<file path="config.mk">
export PLATFORM = sky130hd
export DESIGN_NAME = mmpid_dp
export DESIGN_NICKNAME = d
export VERILOG_FILES = /design/src/rtl/mmpid_pkg.sv /design/src/rtl/mmpid_dp.sv
export SDC_FILE = /design/constraint.sdc
export NUM_CORES = 2
export LEC_CHECK = 0
export BUFFER_PORTS_ARGS = -buffer_cell sky130_fd_sc_hd__buf_2
export CAP_MARGIN = 20
export CORE_AREA = 2 2 560 562
export CTS_CLUSTER_DIAMETER = 150
export CTS_CLUSTER_SIZE = 20
export DETAILED_ROUTE_END_ITERATION = 6
export DIE_AREA = 0 0 562 564
export GPL_TIMING_DRIVEN = 0
export PLACE_DENSITY = 0.48
export SLEW_MARGIN = 0
export SYNTH_ARGS = -nofsm -noshare
export SYNTH_HDL_FRONTEND = slang
export SYNTH_SLANG_ARGS = --single-unit
</file>
<file path="constraint.sdc">
create_clock -name i_clk -period 9.97 [get_ports i_clk]
set_clock_uncertainty 0.05 [all_clocks]
set_input_delay 0.4985 -clock i_clk [delete_from_list [all_inputs] [get_ports i_clk]]
set_output_delay 0.4985 -clock i_clk [all_outputs]
set_load 0.1 [all_outputs]
</file>
<file path="src/rtl/mmpid_pkg.sv">
// shared types and constants of the multi-mode pid controller
package mmpid_pkg;

    localparam int unsigned StepW = 4;
    localparam int unsigned OpW   = 33;
    localparam int unsigned ProdW = 2 * OpW;
    localparam int unsigned AccW  = 80;

    localparam logic [2:0] CFG_MODE  = 3'd0;
    localparam logic [2:0] CFG_KP    = 3'd1;
    localparam logic [2:0] CFG_KI    = 3'd2;
    localparam logic [2:0] CFG_KD    = 3'd3;
    localparam logic [2:0] CFG_KG    = 3'd4;
    localparam logic [2:0] CFG_LIMIT = 3'd5;

    localparam logic [1:0] MODE_POS  = 2'd0;
    localparam logic [1:0] MODE_INC  = 2'd1;
    localparam logic [1:0] MODE_DYN  = 2'd2;
    localparam logic [1:0] MODE_TURN = 2'd3;

    localparam logic [14:0] LIMIT_RESET = 15'd2000;

    localparam logic signed [AccW-1:0] SAT_POS = 80'sh4_0000_0000_0000;
    localparam logic signed [AccW-1:0] SAT_NEG = -SAT_POS;

    typedef enum logic [1:0] {
        ST_IDLE,
        ST_MUL,
        ST_FIN
    } t_state;

    typedef enum logic [2:0] {
        OPA_KP,
        OPA_KI,
        OPA_KD,
        OPA_KG,
        OPA_GLO,
        OPA_GHI,
        OPA_ERR
    } t_opa;

    typedef enum logic [2:0] {
        OPB_ERR,
        OPB_SUM,
        OPB_DIF,
        OPB_DIFX,
        OPB_GYRO,
        OPB_ESQ
    } t_opb;

    typedef enum logic [1:0] {
        DST_ACC_CLR,
        DST_ACC,
        DST_GAIN,
        DST_ESQ
    } t_dst;

    typedef struct packed {
        logic mul_en;
        t_opa opa;
        t_opb opb;
        t_dst dst;
        logic shift;
        logic chk;
    } t_mul_op;

    typedef struct packed {
        logic    load;
        t_mul_op mul;
        logic    fin;
    } t_dp_cmd;

    typedef struct packed {
        logic [1:0] mode;
    } t_dp_status;

    localparam t_mul_op MUL_IDLE = '{
        mul_en: 1'b0, opa: OPA_KP, opb: OPB_ERR, dst: DST_ACC, shift: 1'b0, chk: 1'b0
    };

endpackage

</file>
<file path="src/rtl/mmpid_dp.sv">
// datapath: config registers, error state, shared multiplier, accumulator, output
module mmpid_dp import mmpid_pkg::*; (
    input  logic               i_clk,
    input  logic               i_rst_n,
    input  logic               i_cfg_we,
    input  logic [2:0]         i_cfg_index,
    input  logic [31:0]        i_cfg_data,
    input  logic signed [15:0] i_setpoint,
    input  logic signed [15:0] i_measured,
    input  logic signed [15:0] i_gyro_rate,
    input  t_dp_cmd            i_cmd,
    output t_dp_status         o_status,
    output logic signed [15:0] o_drive
);

    logic [1:0]          r_mode;
    logic signed [31:0]  r_kp, r_ki, r_kd, r_kg;
    logic [14:0]         r_lim;

    logic signed [15:0]  r_prev, r_isum;
    logic signed [15:0]  r_err, r_dif, r_sum, r_gyro;
    logic signed [16:0]  r_difx;
    logic [30:0]         r_esq;
    logic signed [63:0]  r_gain;
    logic signed [AccW-1:0] r_acc;
    logic                r_sat, r_sat_neg;

    logic                r_pv;
    t_dst                r_pdst;
    logic                r_pshift, r_pchk;
    logic signed [ProdW-1:0] r_prod;

    logic signed [15:0]  r_drive;

    logic signed [15:0]  w_err;
    logic signed [16:0]  w_difx, w_isum, w_lim, w_nlim;
    logic signed [15:0]  w_sum;
    logic signed [OpW-1:0]   w_opa, w_opb;
    logic signed [ProdW-1:0] w_prod;
    logic signed [AccW-1:0]  w_ext, w_term;
    logic                w_rnd;
    logic signed [63:0]  w_q;
    logic signed [15:0]  w_drive;

    // error, differences and clamped integral from the incoming sample
    always_comb begin
        w_err  = (r_mode == MODE_TURN) ? i_setpoint : 16'(i_setpoint - i_measured);
        w_difx = {w_err[15], w_err} - {r_prev[15], r_prev};
        w_isum = {r_isum[15], r_isum} + {w_err[15], w_err};
        w_lim  = $signed({2'b00, r_lim});
        w_nlim = -w_lim;
        if (w_isum > w_lim) begin
            w_sum = w_lim[15:0];
        end else if (w_isum < w_nlim) begin
            w_sum = w_nlim[15:0];
        end else begin
            w_sum = w_isum[15:0];
        end
    end

    always_comb begin
        case (i_cmd.mul.opa)
            OPA_KP:  w_opa = {r_kp[31], r_kp};
            OPA_KI:  w_opa = {r_ki[31], r_ki};
            OPA_KD:  w_opa = {r_kd[31], r_kd};
            OPA_KG:  w_opa = {r_kg[31], r_kg};
            OPA_GLO: w_opa = $signed({1'b0, r_gain[31:0]});
            OPA_GHI: w_opa = {r_gain[63], r_gain[63:32]};
            OPA_ERR: w_opa = OpW'(r_err);
            default: w_opa = '0;
        endcase
        case (i_cmd.mul.opb)
            OPB_ERR:  w_opb = OpW'(r_err);
            OPB_SUM:  w_opb = OpW'(r_sum);
            OPB_DIF:  w_opb = OpW'(r_dif);
            OPB_DIFX: w_opb = OpW'(r_difx);
            OPB_GYRO: w_opb = OpW'(r_gyro);
            OPB_ESQ:  w_opb = $signed({2'b00, r_esq});
            default:  w_opb = '0;
        endcase
    end

    assign w_prod = w_opa * w_opb;

    always_comb begin
        w_ext  = AccW'(r_prod);
        w_term = r_pshift ? {w_ext[AccW-33:0], 32'd0} : w_ext;
    end

    // truncate toward zero, then saturate to int16
    always_comb begin
        w_rnd = r_acc[AccW-1] && (|r_acc[15:0]);
        w_q   = $signed(r_acc[AccW-1:16]) + $signed({63'd0, w_rnd});
        if (r_sat) begin
            w_drive = r_sat_neg ? -16'sd32768 : 16'sd32767;
        end else if (w_q > 64'sd32767) begin
            w_drive = 16'sd32767;
        end else if (w_q < -64'sd32768) begin
            w_drive = -16'sd32768;
        end else begin
            w_drive = w_q[15:0];
        end
    end

    always_ff @(posedge i_clk) begin
        if (!i_rst_n) begin
            r_mode <= MODE_POS;
            r_kp   <= '0;
            r_ki   <= '0;
            r_kd   <= '0;
            r_kg   <= '0;
            r_lim  <= LIMIT_RESET;
        end else if (i_cfg_we) begin
            case (i_cfg_index)
                CFG_MODE:  r_mode <= i_cfg_data[1:0];
                CFG_KP:    r_kp   <= i_cfg_data;
                CFG_KI:    r_ki   <= i_cfg_data;
                CFG_KD:    r_kd   <= i_cfg_data;
                CFG_KG:    r_kg   <= i_cfg_data;
                CFG_LIMIT: r_lim  <= i_cfg_data[14:0];
                default: ;
            endcase
        end
    end

    always_ff @(posedge i_clk) begin
        if (!i_rst_n) begin
            r_prev <= '0;
            r_isum <= '0;
            r_pv   <= 1'b0;
        end else begin
            r_pv <= i_cmd.mul.mul_en;
            if (i_cmd.load) begin
                r_prev <= w_err;
                if (r_mode == MODE_POS) begin
                    r_isum <= w_sum;
                end
            end
        end
    end

    always_ff @(posedge i_clk) begin
        if (i_cmd.load) begin
            r_err   <= w_err;
            r_difx  <= w_difx;
            r_dif   <= w_difx[15:0];
            r_sum   <= w_sum;
            r_gyro  <= i_gyro_rate;
            r_sat   <= 1'b0;
        end
        if (i_cmd.mul.mul_en) begin
            r_prod   <= w_prod;
            r_pdst   <= i_cmd.mul.dst;
            r_pshift <= i_cmd.mul.shift;
            r_pchk   <= i_cmd.mul.chk;
        end
        if (r_pv) begin
            if (r_pchk) begin
                r_sat     <= (r_acc >= SAT_POS) || (r_acc <= SAT_NEG);
                r_sat_neg <= r_acc[AccW-1];
            end
            case (r_pdst)
                DST_ACC_CLR: r_acc  <= w_term;
                DST_ACC:     r_acc  <= r_acc + w_term;
                DST_GAIN:    r_gain <= r_prod[63:0] + 64'(r_kp);
                DST_ESQ:     r_esq  <= r_prod[30:0];
                default: ;
            endcase
        end
        if (i_cmd.fin) begin
            r_drive <= w_drive;
        end
    end

    assign o_status.mode = r_mode;
    assign o_drive       = r_drive;

endmodule

</file>
==> qor.txt <==
Layout cell share with drive strength beyond 1 -> 9.96%
Die footprint -> 317000 µm²
Wirelength, routed -> 319000 µm
Post-route DRC -> 0
RePlAce Congestion -> 1.02
CP max stage cell -> clkbuf_1
Post-Syn Instances -> 8044
Root Driver -> clkbuf_16
Core area -> 311000 µm²
Main synth FF type -> edfxtp_1
CTS tree -> done
Maxcap violations -> 0
Worst endpoint required time -> 10.34 ns
Tot GR Track Use -> 19.7%
Rows -> 205
DR iter-0 viols -> 6030
CTS Buffer Depth -> 3
Minimum clock period -> 9.92 ns
Fillers -> 33674
Mean post-synth cell area -> 8.87 µm²
Clock slew at reported path FFs -> 0.11 ns
Syn Std Cell Area -> 71400 µm²
Final Max Slew Viols -> 0
Syn_nets -> 9733
Synth cell types -> 89
DP Cell Count -> 12360
Crit-path max FO -> 10
Crit path DAT -> 10.29 ns
Die X -> 562 µm
Nets -> 10038
Final std cells w/o fill -> 12522
First-pass GRT wire length -> 452000 µm
Post-DP HPWL -> 263000 µm
Die Ht -> 564 µm
Min-delay worst type -> in2reg
Top Ports -> 117
Initial antenna violation count -> 32
Initial Util -> 23.0%
EDFF count, synth -> 327
Status -> completed
Final setup fails -> 0
Fin util -> 26.4%
CP Class -> reg2reg
Post-synth ARST share -> 0%
Largest stage delay, worst path -> 0.76 ns
RSZ-0062 raised after global routing -> yes
Port bufs -> 112
Routed len/inst -> 25.5 µm
Detailed-route via count -> 61046
Fin. Hold Viols -> 0
Most used cell, CP -> fa_1
F_max -> 101 MHz
Yosys warning total -> 0
Clk sinks -> 506
Pin count of the biggest net entering global routing -> 68
Period utilization -> 99.5%
Sequential fraction of the synthesis area -> 18.8%
CP Capture Type -> register
Slew Limit Headroom -> 18.2%
Via density per instance -> 4.88
Vias in the first global route -> 61764
H-tree depth -> 1
Least-Margin Pin Slew -> 1.22 ns
CTS Buf Count -> 29
Worst-skew pair later-pin latency -> 0.70 ns
P&R area growth vs syn -> 14.9%
Startpoint types -> register
First-pass DRT Iterations -> 7
GRT overflow -> 0
#FFs+latches synth -> 506
Final ANT Viol Nets -> 0
critical path: cells and delay by family (launching register included):
family          cells  cell delay (ns)
compound gates     11             2.29
flops               1             0.44
simple gates        5             0.78
buf+inv             6             1.39
fa+ha+maj           9             4.42
xor+xnor            1             0.13
mux                 1             0.12
final cells by class:
cell class	instances	area [µm²]	area share (%)
sequential	506	13400	16.4
tap	4140	5180	6.32
buffer	368	2070	2.52
clock inverter	4	41.3	0.0504
antenna	15	37.5	0.0458
multi-input combinational	5888	53000	64.7
clock buffer	45	786	0.959
inverter	1267	4790	5.85
timing repair buffer	289	2620	3.20
layout by cell type, fill, tap and decap left out, types with 23 or more instances in the layout:
master / n
ha_1: 416
a21o_1: 121
mux2i_1: 46
clkbuf_4: 33
xnor2_1: 191
nand2_1: 1208
a21oi_1: 465
o21ai_0: 262
buf_2: 131
clkbuf_1: 182
and2_1: 33
buf_6: 23
fa_2: 38
edfxtp_1: 327
nor2b_1: 74
a211oi_1: 39
and3_1: 39
clkbuf_2: 95
o21bai_1: 37
nor3_1: 65
mux2_2: 60
dfxtp_1: 178
clkbuf_16: 33
nor4_1: 41
or3_1: 31
nand3_1: 94
buf_8: 30
a22oi_1: 27
buf_4: 104
o21a_1: 34
a31oi_1: 34
nand4_1: 65
nand2b_1: 35
inv_1: 1242
fa_1: 1113
xor2_1: 94
nor2_1: 756
what timing repair did:
action                                  4_1_cts  5_1_grt
endpoints found under the setup margin       47       15
endpoints found under the hold margin        24        0
hold buffers                                 21        0
resized for setup                           464      189
pin swaps                                    23       70
gates cloned                                  1        0
buffers inserted                             50       41
layer usage:
metal  global-route usage (%)  up-vias  wire, µm
met1                     26.4    31139    135000
met2                     30.3     2721    137000
met3                     4.68      568     28900
li1                         -    26594         -
met5                    0.506        -       368
met4                     8.34       24     17100
worst paths after layout:
kind | endpoint | slack (ns) | startpoint | cells past startpoint
setup / recovery | r_prod[62] | 0.05 | r_err[15] | 33
setup reg to reg | r_prod[62] | 0.05 | r_err[15] | 33
hold / removal | r_kp[27] | 0.03 | i_cfg_data[27] | 3
hold reg to reg | r_kd[4] | 0.41 | r_kd[4] | 2
flip-flops by register name, summed over array words and instances, names as in the netlist, 16 cells and up:
register  count
r_gyro       16
r_kd         32
r_prev       16
r_esq        31
r_sum        16
r_ki         32
r_gain       64
o_drive      16
r_kp         32
r_acc        80
r_kg         32
r_err        16
r_isum       16
r_prod       66
cells by family (layout without fill, tap and decap cells):
family	count (synthesis)	after routing	share of synthesized area, %
xor+xnor	287	287	3.52
fa+ha+maj	1590	1590	40.0
buf+inv	1650	1973	8.71
compound gates	1354	1354	11.8
flops	506	506	18.8
mux	123	123	1.98
other cells	0	15	0
simple gates	2534	2534	15.2
per-stage QoR:
step | hold WS [ns] | area, µm² | setup TNS, ns | setup WS, ns
6_report | 0.0323 | 82000 | 0 | 0.0546
5_1_grt | 0.0326 | 81900 | -0.445 | -0.121
4_1_cts | 0.0207 | 81100 | 0 | 0.00153
3_5_place_dp | 0.397 | 78300 | -104.42 | -3.33
3_3_place_gp | 0.391 | 77100 | -197.31 | -5.15
2_1_floorplan | 0.383 | 71400 | 0 | 0.000780
cells in the mapped netlist, types with 30 or more instances:
cell type | number | area share (%)
a211oi_1 | 43 | 0.45
a21o_1 | 121 | 1.3
a21oi_1 | 497 | 3.5
a22oi_1 | 30 | 0.32
a31oi_1 | 34 | 0.30
and2_1 | 33 | 0.29
and3_1 | 41 | 0.36
clkbuf_1 | 352 | 1.9
dfxtp_1 | 179 | 5.0
edfxtp_1 | 327 | 14
fa_1 | 1151 | 32
ha_1 | 439 | 7.7
inv_1 | 1265 | 6.7
mux2_2 | 63 | 0.99
mux2i_1 | 52 | 0.73
nand2_1 | 1215 | 6.4
nand2b_1 | 35 | 0.31
nand3_1 | 95 | 0.67
nand4_1 | 65 | 0.57
nor2_1 | 765 | 4.0
nor2b_1 | 76 | 0.67
nor3_1 | 68 | 0.48
nor4_1 | 41 | 0.36
o21a_1 | 40 | 0.42
o21ai_0 | 279 | 2.0
o21bai_1 | 37 | 0.39
or3_1 | 32 | 0.28
xnor2_1 | 193 | 2.4
xor2_1 | 94 | 1.2
Power is left out: the tool's default activity adds up to more than one toggle a clock period on the data nets, which glitch-free logic cannot reach.
