--- config.mk ---
export PLATFORM = sky130hd
export DESIGN_NAME = mmpid_ctrl
export DESIGN_NICKNAME = d
export VERILOG_FILES = /design/src/rtl/mmpid_pkg.sv /design/src/rtl/mmpid_ctrl.sv
export SDC_FILE = /design/constraint.sdc
export NUM_CORES = 1
export LEC_CHECK = 0
export BUFFER_PORTS_ARGS = -buffer_cell sky130_fd_sc_hd__buf_4
export CORE_MARGIN = 2
export CORE_UTILIZATION = 52
export DETAILED_ROUTE_END_ITERATION = 16
export GPL_TIMING_DRIVEN = 0
export PLACE_DENSITY = 0.78
export SLEW_MARGIN = 20
export SYNTH_ARGS = -nofsm -noshare
export SYNTH_HDL_FRONTEND = slang
export SYNTH_SLANG_ARGS = --single-unit
--- constraint.sdc ---
create_clock -name i_clk -period 2.7 [get_ports i_clk]
set_clock_uncertainty 0.2 [all_clocks]
set_input_delay 0.54 -clock i_clk [delete_from_list [all_inputs] [get_ports i_clk]]
set_output_delay 0.54 -clock i_clk [all_outputs]
set_load 0.01 [all_outputs]
--- src/rtl/mmpid_pkg.sv ---
// shared types and constants of the multi-mode pid controller
package mmpid_pkg;

    localparam int unsigned StepW = 4;
    localparam int unsigned OpW   = 33;
    localparam int unsigned ProdW = 2 * OpW;
    localparam int unsigned AccW  = 80;

    localparam logic [2:0] CFG_MODE  = 3'd0;
    localparam logic [2:0] CFG_KP    = 3'd1;
    localparam logic [2:0] CFG_KI    = 3'd2;
    localparam logic [2:0] CFG_KD    = 3'd3;
    localparam logic [2:0] CFG_KG    = 3'd4;
    localparam logic [2:0] CFG_LIMIT = 3'd5;

    localparam logic [1:0] MODE_POS  = 2'd0;
    localparam logic [1:0] MODE_INC  = 2'd1;
    localparam logic [1:0] MODE_DYN  = 2'd2;
    localparam logic [1:0] MODE_TURN = 2'd3;

    localparam logic [14:0] LIMIT_RESET = 15'd2000;

    localparam logic signed [AccW-1:0] SAT_POS = 80'sh4_0000_0000_0000;
    localparam logic signed [AccW-1:0] SAT_NEG = -SAT_POS;

    typedef enum logic [1:0] {
        ST_IDLE,
        ST_MUL,
        ST_FIN
    } t_state;

    typedef enum logic [2:0] {
        OPA_KP,
        OPA_KI,
        OPA_KD,
        OPA_KG,
        OPA_GLO,
        OPA_GHI,
        OPA_ERR
    } t_opa;

    typedef enum logic [2:0] {
        OPB_ERR,
        OPB_SUM,
        OPB_DIF,
        OPB_DIFX,
        OPB_GYRO,
        OPB_ESQ
    } t_opb;

    typedef enum logic [1:0] {
        DST_ACC_CLR,
        DST_ACC,
        DST_GAIN,
        DST_ESQ
    } t_dst;

    typedef struct packed {
        logic mul_en;
        t_opa opa;
        t_opb opb;
        t_dst dst;
        logic shift;
        logic chk;
    } t_mul_op;

    typedef struct packed {
        logic    load;
        t_mul_op mul;
        logic    fin;
    } t_dp_cmd;

    typedef struct packed {
        logic [1:0] mode;
    } t_dp_status;

    localparam t_mul_op MUL_IDLE = '{
        mul_en: 1'b0, opa: OPA_KP, opb: OPB_ERR, dst: DST_ACC, shift: 1'b0, chk: 1'b0
    };

endpackage

--- src/rtl/mmpid_ctrl.sv ---
// controller: sequences the multiply steps of each control law
module mmpid_ctrl import mmpid_pkg::*; (
    input  logic       i_clk,
    input  logic       i_rst_n,
    input  logic       i_valid,
    input  logic       i_ready,
    input  t_dp_status i_status,
    output logic       o_ready,
    output logic       o_valid,
    output t_dp_cmd    o_cmd
);

    t_state             r_state, n_state;
    logic [StepW-1:0]   r_step, n_step;
    logic               r_out_valid, n_out_valid;

    function automatic t_mul_op op(input t_opa a, input t_opb b, input t_dst d,
                                   input logic sh, input logic ck);
        t_mul_op m;
        m.mul_en = 1'b1;
        m.opa    = a;
        m.opb    = b;
        m.dst    = d;
        m.shift  = sh;
        m.chk    = ck;
        return m;
    endfunction

    function automatic logic [StepW-1:0] last_step(input logic [1:0] mode);
        logic [StepW-1:0] n;
        case (mode)
            MODE_POS:  n = StepW'(3);
            MODE_INC:  n = StepW'(2);
            MODE_DYN:  n = StepW'(5);
            default:   n = StepW'(8);
        endcase
        return n;
    endfunction

    function automatic t_mul_op step_op(input logic [1:0] mode, input logic [StepW-1:0] step);
        t_mul_op m;
        m = MUL_IDLE;
        case (mode)
            MODE_POS: begin
                case (step)
                    StepW'(0): m = op(OPA_KP, OPB_ERR, DST_ACC_CLR, 1'b0, 1'b0);
                    StepW'(1): m = op(OPA_KI, OPB_SUM, DST_ACC, 1'b0, 1'b0);
                    StepW'(2): m = op(OPA_KD, OPB_DIF, DST_ACC, 1'b0, 1'b0);
                    default:   m = MUL_IDLE;
                endcase
            end
            MODE_INC: begin
                case (step)
                    StepW'(0): m = op(OPA_KP, OPB_DIFX, DST_ACC_CLR, 1'b0, 1'b0);
                    StepW'(1): m = op(OPA_KI, OPB_ERR, DST_ACC, 1'b0, 1'b0);
                    default:   m = MUL_IDLE;
                endcase
            end
            MODE_DYN: begin
                case (step)
                    StepW'(0): m = op(OPA_KI, OPB_ERR, DST_GAIN, 1'b0, 1'b0);
                    StepW'(2): m = op(OPA_GLO, OPB_ERR, DST_ACC_CLR, 1'b0, 1'b0);
                    StepW'(3): m = op(OPA_GHI, OPB_ERR, DST_ACC, 1'b1, 1'b0);
                    StepW'(4): m = op(OPA_KD, OPB_DIFX, DST_ACC, 1'b0, 1'b0);
                    default:   m = MUL_IDLE;
                endcase
            end
            default: begin
                case (step)
                    StepW'(0): m = op(OPA_ERR, OPB_ERR, DST_ESQ, 1'b0, 1'b0);
                    StepW'(2): m = op(OPA_KI, OPB_ESQ, DST_GAIN, 1'b0, 1'b0);
                    StepW'(4): m = op(OPA_GLO, OPB_ERR, DST_ACC_CLR, 1'b0, 1'b0);
                    StepW'(5): m = op(OPA_GHI, OPB_ERR, DST_ACC, 1'b1, 1'b0);
                    StepW'(6): m = op(OPA_KD, OPB_DIF, DST_ACC, 1'b0, 1'b1);
                    StepW'(7): m = op(OPA_KG, OPB_GYRO, DST_ACC, 1'b0, 1'b0);
                    default:   m = MUL_IDLE;
                endcase
            end
        endcase
        return m;
    endfunction

    always_ff @(posedge i_clk) begin
        if (!i_rst_n) begin
            r_state     <= ST_IDLE;
            r_step      <= '0;
            r_out_valid <= 1'b0;
        end else begin
            r_state     <= n_state;
            r_step      <= n_step;
            r_out_valid <= n_out_valid;
        end
    end

    always_comb begin
        n_state     = r_state;
        n_step      = r_step;
        n_out_valid = r_out_valid && !i_ready;
        o_cmd.load  = 1'b0;
        o_cmd.mul   = MUL_IDLE;
        o_cmd.fin   = 1'b0;
        case (r_state)
            ST_IDLE: begin
                if (i_valid) begin
                    o_cmd.load = 1'b1;
                    n_step     = '0;
                    n_state    = ST_MUL;
                end
            end
            ST_MUL: begin
                o_cmd.mul = step_op(i_status.mode, r_step);
                if (r_step == last_step(i_status.mode)) begin
                    n_state = ST_FIN;
                end else begin
                    n_step = r_step + StepW'(1);
                end
            end
            ST_FIN: begin
                if (!r_out_valid || i_ready) begin
                    o_cmd.fin   = 1'b1;
                    n_out_valid = 1'b1;
                    n_state     = ST_IDLE;
                end
            end
            default: begin
                n_state = ST_IDLE;
            end
        endcase
    end

    assign o_ready = (r_state == ST_IDLE);
    assign o_valid = r_out_valid;

endmodule

==> results of run 1 <==
## metrics by stage
| step | cell area, sq um | setup TNS [ps] | setup slack [ps] |
|---|---|---|---|
| floorplan | 837 | 0 | 245 |
| global placement | 1010 | 0 | 63.3 |
| detailed placement | 1010 | 0 | 12.5 |
| CTS | 1040 | -4.81 | -4.81 |
| global route | 1070 | -125 | -74.1 |
| finish | 1070 | 0 | 100 |
## repair_timing
item / 4_1_cts / 5_1_grt
resized for setup: 5 / 10
pin swaps: 0 / 1
endpoints found under the setup margin: 6 / 9
## sequential cells by signal, indices dropped and copies added, names as in the netlist
name / cells
r_state: 2
r_step: 4
o_valid: 1
## metal layers
layer  part of all wire (%)  track usage [%]  vias to the layer above  wire length, um
li1                       -                -                      488                -
met1                     42             30.1                      451              924
met2                     53             46.2                       37             1160
met5                      0                0                        -                0
met3                    5.0             2.45                        2              111
met4                   0.36             9.09                        0                8
## placed cells by master, fill, tap and decap left out, drive strengths merged
| cell | instances |
|---|---|
| xnor2 | 1 |
| nand2 | 12 |
| dfxtp | 7 |
| nand4b | 1 |
| mux2 | 1 |
| or4b | 2 |
| and3 | 1 |
| nor2b | 3 |
| nand4 | 1 |
| mux2i | 3 |
| nor3 | 4 |
| o22a | 1 |
| a2111oi | 2 |
| or3 | 2 |
| o221ai | 1 |
| nor3b | 2 |
| a21boi | 2 |
| o21ai | 5 |
| nor2 | 20 |
| a211oi | 1 |
| ha | 4 |
| buf | 20 |
| xor2 | 3 |
| o211ai | 1 |
| o311ai | 1 |
| nand3b | 1 |
| a21oi | 12 |
| clkbuf | 10 |
| and2 | 4 |
| nand3 | 4 |
| a31oi | 1 |
| nand2b | 10 |
| o22ai | 2 |
| inv | 3 |
## path summary, 6_finish.rpt
kind	start	end	slack (ps)	cells after the start
min reg2reg	r_state[1]	r_state[0]	310	1
max	r_step[0]	o_cmd[3]	100	8
min	r_state[1]	r_state[0]	310	1
max reg2reg	r_step[1]	r_step[2]	880	5
## where the power goes
part,internal [W],switching [W],leakage [nW]
clock network,0.0000562,0.0000353,0.0150
logic,0.0000527,0.0000617,0.340
registers,0.000106,0.00000482,0.0581
## cell families (layout without fill, tap and decap cells)
family                     after synthesis  in the layout  share of synthesized area (%)
and+or+nand+nor                         67             67                           41.3
muxes                                    4              4                           4.93
DFF                                      7              7                           16.7
buffers and inverters                   11             33                           4.93
AOI/OAI and AO/OA                       29             29                           22.0
adders and majority gates                4              4                           5.98
xor gates and xnor gates                 4              4                           4.19
## cell type report
class                   count  area [sq um]
flip-flops and latches      7           145
multi-input cells         108           687
repair buffers             20           150
well taps                  16          20.0
plain buffers               6          27.5
inverters                   3          11.3
clock buffers               4          26.3
fillers                   135           439
==> run_results.csv, run 1 <==
group,metric,value,unit
cts,cts.sinks,7,
synth,synth.top_cells.by_count,"nor2_1, a21oi_1, nand2_1",
synth,yosysSeqAreaShare,16.7,%
layout,drive_above_1_share,24.3,%
timing,drv_slew,0,
critical_path,arrival,1860,ps
timing,min_period,2600,ps
global_routing,grt_pass1_vias,848,
synth,syn_area_per_cell,6.64,sq um
synth,synthArstFlopShare,0,%
cts,post_cts_buffers,0,
critical_path,end_kind,"output port",
cts,ctsRootBufferMaster,"clkbuf_4",
synth,synth_most_common_cell,"nor2_1",
critical_path,worstPathRequired,1960,ps
cts,clockBufferDepth,2,
die,die_h,44.1,um
timing,setup_viol,0,
synth,synth_area_leader_cell,"dfxtp_1",
cts,cts.clk_slew.worst_paths,50,ps
power_and_ir_drop,power_density,297,nW/um^2
timing,rsz0062_at_grt,"yes",
run_status,status,"finished, final reports clean",
critical_path,path_buf_inv,3,
layout,final_util,70.8,%
critical_path,cpPeakStageDelay,350,ps
die,start_util,55.6,%
hold_path,hold_class,"flop to flop",
cts,holdBufCountCts,0,
drt,vias_per_cell,5.96,
synth,syn_nets,136,
synth,ys_warn_count,0,
timing,fmax,385,MHz
global_routing,antenna_found_initial,0,
synth,synth_cell_type_count,36,
die,io_pins,21,
timing,tightest_slew,450,ps
drt,route.detailed.drc,0,
drt,via_count,978,
run,maxCapViolCount,0,
critical_path,cp_cell_sequence,"inv_1 -> ha_2 -> clkbuf_4 -> nand2_1 -> a21oi_1 -> o22ai_1 -> o311ai_0 -> buf_4",
synth,synth_area_leaders,"dfxtp_1, nor2_1, nand2b_1",
synth,synth_edf_count,0,
place,dp_cells,162,
global_routing,grtUsageTotal,25.2,%
critical_path,cp_top_family,"buffers and inverters",
drt,drt-pass1-iter-count,4,
global_routing,grt_max_degree,13,
timing,whs,308,ps
critical_path,path_max_fanout,10,
place,gp_congestion,0.899,
synth,synth-seq-cells,7,
place,dp_hpwl,1.70,mm
timing,slew_headroom,70.0,%
timing,finalCritPeriodShare,96.3,%
cts,clock_latency,250,ps
layout,diodes,0,
drt,drt-initial-drc-count,29,
die,die_area,1950,sq um
global_routing,grt.overflow.total,0,
synth,syn-instance-count,126,
cts,cts_tree,"done",
cts,htreeDepth,1,
die,die_x,44.1,um
critical_path,cp-start-kind,"flop",
drt,antenna_left,0,
power_and_ir_drop,p_leak,0.413,nW
layout,final-instance-count-excl-fill,164,
synth,netlist_area,837,sq um
global_routing,grt_pass1_wl,3.68,mm
layout,layout.nets,159,
place,port-buffer-count,20,
power_and_ir_drop,power,0.000317,W
power_and_ir_drop,ir_worst_vdd,0.211,mV
drt,routed_wl,2.21,mm
synth,yosysTopAreaCellShare,16.7,%
synth,synth_ff_type,"dfxtp_1",
die,core,1510,sq um
critical_path,critPathKind,"flop to output port",
die,rows,14,
layout,area_growth,27.5,%
cts,numCtsBuffers,3,
drt,avgRoutedWirePerCell,13.4,um
timing,timing_hold_violations_final,0,
critical_path,slowest_stage,"dfxtp_2",
Note: power is estimated with default switching activity, not from simulation.
==> run 2: changes to the inputs <==
--- a/config.mk
+++ b/config.mk
@@ -5,12 +5,13 @@
 export SDC_FILE = /design/constraint.sdc
 export NUM_CORES = 1
 export LEC_CHECK = 0
+export ABC_AREA = 1
 export BUFFER_PORTS_ARGS = -buffer_cell sky130_fd_sc_hd__buf_4
 export CORE_MARGIN = 2
-export CORE_UTILIZATION = 52
+export CORE_UTILIZATION = 51
 export DETAILED_ROUTE_END_ITERATION = 16
 export GPL_TIMING_DRIVEN = 0
-export PLACE_DENSITY = 0.78
+export PLACE_DENSITY = 0.77
 export SLEW_MARGIN = 20
 export SYNTH_ARGS = -nofsm -noshare
 export SYNTH_HDL_FRONTEND = slang
==> run_results.csv, run 2 <==
group,metric,value,unit
run_status,status,"finished, final reports clean",
synth,synth_most_common_cell,"nand2_1",
drt,vias_per_cell,5.25,
place,dp_worst_setup_slack,383,ps
synth,synth-seq-cells,7,
die,start_util,54.4,%
critical_path,cp-start-kind,"flop",
critical_path,worstPathRequired,1960,ps
synth,netlist_area,820,sq um
layout,regArea,141,sq um
drt,drt-initial-drc-count,28,
layout,diodes,0,
timing,timing.final.ws_setup,175,ps
layout,drive_above_1_share,25.3,%
timing,timing_hold_violations_final,0,
layout,mostFrequentLayoutCells,"nand2_1, nor2_1, inv_1",
drt,drt-pass1-iter-count,4,
power_and_ir_drop,power_density,366,nW/um^2
global_routing,grt_pass1_vias,788,
die,io_pins,21,
layout,top_register,"r_step",
global_routing,grtUsageTotal,22.0,%
synth,synth.top_cells.by_count,"nand2_1, nor2_1, inv_1",
synth,syn-instance-count,140,
timing,finalCritPeriodShare,93.5,%
drt,route.detailed.drc,0,
global_routing,grt.overflow.total,0,
hold_path,hold_class,"flop to flop",
timing,drv_slew,0,
timing,rsz0062_at_grt,"no",
critical_path,r2r_slack,1230,ps
place,dp_hpwl,1.55,mm
layout,largest_reg_flops,4,
timing,tightest_slew,291,ps
cts,clock_latency,260,ps
global_routing,grt_max_degree,10,
cts,clockBufferDepth,2,
cts,ctsRootBufferMaster,"clkbuf_4",
timing,fmax,396,MHz
layout,fillCellCount,144,
timing,tns,0,ps
die,rows,14,
synth,syn_nets,150,
synth,yosysSeqAreaShare,17.1,%
critical_path,end_kind,"output port",
synth,synth_edf_count,0,
timing,setup_viol,0,
layout,area_growth,22.3,%
synth,synth_area_leaders,"dfxtp_1, nand2_1, nor2_1",
critical_path,arrival,1790,ps
drt,antenna_left,0,
layout,multi_input_area,571,sq um
synth,synthArstFlopShare,0,%
cts,cts.sinks,7,
synth,syn_area_per_cell,5.85,sq um
synth,yosysTopAreaCellShare,17.1,%
critical_path,critPathKind,"flop to output port",
cts,cts_tree,"done",
power_and_ir_drop,p_leak,0.485,nW
cts,numCtsBuffers,3,
drt,routed_wl,1.95,mm
die,die_h,44.1,um
place,port-buffer-count,18,
global_routing,antenna_found_initial,0,
cts,cts.clk_slew.worst_paths,50,ps
power_and_ir_drop,ir_worst_vdd,0.299,mV
cts,holdBufCountCts,0,
synth,synth_area_leader_cell,"dfxtp_1",
layout,final_common_cell,"nand2_1",
die,core,1510,sq um
timing,slew_headroom,80.6,%
drt,avgRoutedWirePerCell,11.0,um
cts,htreeDepth,1,
layout,layout.nets,173,
critical_path,path_max_fanout,6,
synth,synth_ff_type,"dfxtp_1",
global_routing,grt_pass1_wl,3.24,mm
synth,synth_cell_type_count,24,
synth,ys_warn_count,0,
drt,via_count,934,
die,die_area,1940,sq um
die,die_x,44.1,um
place,gp_congestion,0.911,
run,maxCapViolCount,0,
timing,min_period,2530,ps
==> run 2: cell types whose count changed in the layout (fill, tap and decap cells not counted), moves of 5 or more <==
cell,delta
nand2_1,+21
inv_1,+16
nand2b_1,-10
nand3_1,+5
==> run 2: power by group <==
group	leakage [nW]	internal [W]	switching [W]
Combinational	0.412	0.0000602	0.0000946
Clock	0.0150	0.0000565	0.0000407
Sequential	0.0574	0.000109	0.00000604
==> run 2: cell families (layout without fill, tap and decap cells) <==
group	count (synthesis)	in the layout	share of synthesized area (%)
simple gates	81	81	47.8
buf+inv	25	47	13.3
compound gates	22	22	14.7
flops	7	7	17.1
fa+ha+maj	4	4	6.11
xor+xnor	1	1	1.07
==> run 2: path summary, 6_finish.rpt <==
kind / end / from / cells after the start
worst max-delay path: o_cmd[11] / r_step[1] / 9
worst min-delay path: r_step[0] / r_step[0] / 2
worst max register to register: r_step[1] / r_step[3] / 9
worst min register to register: r_step[0] / r_step[0] / 2
==> run 2: critical path, stage by stage (launching register included) <==
cell	delay [ps]
dfxtp_1	410
inv_1	100
ha_1	230
nand2_1	110
nor2_1	60
nor2_1	210
nand2_1	100
o21ai_1	130
nor2b_1	60
buf_4	140
==> run 2: area by class of cell <==
type / count / share of cell area (%)
Buffer: 2 / 2.25
Multi-Input combinational cell: 108 / 56.9
Inverter: 23 / 8.61
Clock buffer: 4 / 2.62
Timing Repair Buffer: 18 / 13.5
Tap cell: 16 / 2.00
Sequential cell: 7 / 14.1
==> run 2: layer usage <==
metal  part of all wire, %  track usage, %  vias up
met5                     0               0        -
met4                  0.21            4.85        0
met3                   6.0            7.76        2
met2                    45            34.4       31
met1                    49            29.2      412
li1                      -               -      489
==> run 2: timing repair <==
action | CTS | global route
resized for setup | 0 | 1
setup buffers | 0 | 0
endpoints found under the setup margin | 0 | 2
==> run 2: stage by stage <==
step | util [%] | hold WS (ps) | total power, W | instance area (sq um) | instances
after global routing | 66.5 | 369 | 0.000400 | 1000 | 178
after CTS | 66.4 | 353 | 0.000370 | 1000 | 178
final | 66.5 | 337 | 0.000367 | 1000 | 178
after global placement | 64.7 | 334 | 0.000268 | 975 | 174
after detailed placement | 64.7 | 344 | 0.000271 | 975 | 174
after floorplan | - | 324 | 0.000226 | 820 | 140
==> run 3: changes to the inputs <==
--- a/config.mk
+++ b/config.mk
@@ -8,10 +8,10 @@
 export ABC_AREA = 1
 export BUFFER_PORTS_ARGS = -buffer_cell sky130_fd_sc_hd__buf_4
 export CORE_MARGIN = 2
-export CORE_UTILIZATION = 51
+export CORE_UTILIZATION = 46
 export DETAILED_ROUTE_END_ITERATION = 16
 export GPL_TIMING_DRIVEN = 0
-export PLACE_DENSITY = 0.77
+export PLACE_DENSITY = 0.74
 export SLEW_MARGIN = 20
 export SYNTH_ARGS = -nofsm -noshare
 export SYNTH_HDL_FRONTEND = slang
==> constraint.sdc (replaced) <==
create_clock -name i_clk -period 2.08 [get_ports i_clk]
set_clock_uncertainty 0.2 [all_clocks]
set_input_delay 0.416 -clock i_clk [delete_from_list [all_inputs] [get_ports i_clk]]
set_output_delay 0.416 -clock i_clk [all_outputs]
set_load 0.01 [all_outputs]
==> run_results.csv, run 3 (synthesis gave the netlist of run 2 again) <==
group,metric,value,unit
run_status,status,"finished with violations",
run_status,violations,"setup timing",
critical_path,crit_top_cell,"nor2_2",
drt,antenna_left,0,
power_and_ir_drop,power_density,451,nW/um^2
timing,min_period,2160,ps
timing,timing_hold_violations_final,0,
timing,drv_slew,0,
cts,ctsRootBufferMaster,"clkbuf_4",
critical_path,cpPeakStageDelay,360,ps
cts,cts.sinks,7,
layout,fillCellCount,144,
run,maxCapViolCount,0,
place,port-buffer-count,18,
hold_path,hold_class,"input port to flop",
global_routing,antenna_found_initial,0,
place,dp_worst_setup_slack,-138,ps
timing,rsz0062_at_grt,"yes",
cts,clock_latency,250,ps
global_routing,grt.overflow.total,0,
drt,drt-pass1-iter-count,4,
timing,tightest_slew,272,ps
place,dp_cells,183,
layout,mostFrequentLayoutCells,"nand2_1, buf_4, inv_1",
critical_path,cp-start-kind,"flop",
drt,drt-initial-drc-count,18,
power_and_ir_drop,ir_worst_vdd,0.364,mV
drt,via_count,958,
critical_path,r2r_slack,570,ps
critical_path,critPathKind,"flop to output port",
die,rows,15,
drt,avgRoutedWirePerCell,10.9,um
timing,slew_headroom,81.8,%
drt,vias_per_cell,4.91,
place,dp_hpwl,1.54,mm
layout,final-instance-count-excl-fill,195,
critical_path,path_max_fanout,4,
timing,finalCritPeriodShare,104,%
global_routing,grt_max_degree,10,
cts,numCtsBuffers,3,
cts,cts_tree,"done",
place,gp_congestion,0.892,
timing,fmax,464,MHz
global_routing,grtUsageTotal,21.8,%
layout,regArea,153,sq um
layout,diodes,0,
critical_path,arrival,1540,ps
die,die_x,46.2,um
layout,drive_above_1_share,41.8,%
global_routing,grt_pass1_wl,3.42,mm
drt,route.detailed.drc,0,
die,die_h,46.2,um
layout,largest_reg_flops,4,
global_routing,grt_pass1_vias,843,
power_and_ir_drop,p_leak,0.534,nW
cts,htreeDepth,1,
cts,holdBufCountCts,0,
die,core,1710,sq um
cts,clockBufferDepth,2,
layout,area_growth,44.0,%
layout,final_common_cell,"nand2_1",
cts,cts.clk_slew.worst_paths,50,ps
drt,routed_wl,2.12,mm
die,start_util,48.0,%
die,die_area,2140,sq um
place,place_area,986,sq um
layout,top_register,"r_step",
layout,multi_input_area,654,sq um
timing,setup_viol,6,
critical_path,cp_cell_sequence,"ha_2 -> nand2_1 -> nor2_2 -> nor2_2 -> o2111ai_1 -> nor2b_2 -> buf_4",
power_and_ir_drop,power,0.000532,W
critical_path,slowest_stage,"dfxtp_4",
die,io_pins,21,
critical_path,worstPathRequired,1460,ps
layout,layout.nets,181,
critical_path,end_kind,"output port",
timing,timing.final.ws_setup,-75.3,ps
layout,fin_area,1180,sq um
[run 3: what timing repair did]
action / 4_1_cts / 5_1_grt
endpoints found under the setup margin: 10 / 10
setup buffers: 3 / 5
pin swaps: 6 / 3
resized for setup: 32 / 7
hold endpoints to repair: 0 / 0
[run 3: worst paths after layout]
kind,from,cells after the start,endpoint
worst max-delay path,r_step[0],7,o_cmd[11]
worst min-delay path,i_ready,4,o_valid
worst max register to register,r_step[1],9,r_step[1]
worst min register to register,o_valid,4,o_valid
[run 3: metrics by stage]
stage	util, %	hold WS [ps]	TNS (ps)
after floorplan	-	324	0
after global placement	57.7	335	-377
after detailed placement	57.7	350	-273
after CTS	66.1	237	-148
after global routing	69.1	251	-1140
final	69.1	251	-233
[run 3: layout make-up]
cell class | count | area share, %
buffer | 2 | 1.91
clock buffer | 4 | 2.23
inverter | 23 | 8.27
multi-input combinational | 108 | 55.5
sequential | 7 | 12.9
tap | 25 | 2.65
timing repair buffer | 26 | 16.5
[run 3: critical path: cells and delay by family, from the launching register on]
kind | cells | cell delay [ps]
compound gates | 1 | 110
fa+ha+maj | 1 | 210
buf+inv | 1 | 130
flops | 1 | 360
simple gates | 4 | 470
[run 3: report_power, final]
part / internal (W) / switching, W
sequential: 0.000140 / 0.00000910
combinational: 0.000113 / 0.000148
clock: 0.0000731 / 0.0000483
total: 0.000326 / 0.000206
[run 3: metal layers]
metal  part of all wire (%)  track usage (%)  wire length [um]  vias to the layer above
li1                       -                -                 -                      507
met1                     41             24.7               872                      412
met2                     52             39.4              1110                       31
met3                    3.7             3.14                78                        8
met4                    2.6             9.71                56                        0
met5                      0                0                 0                        -
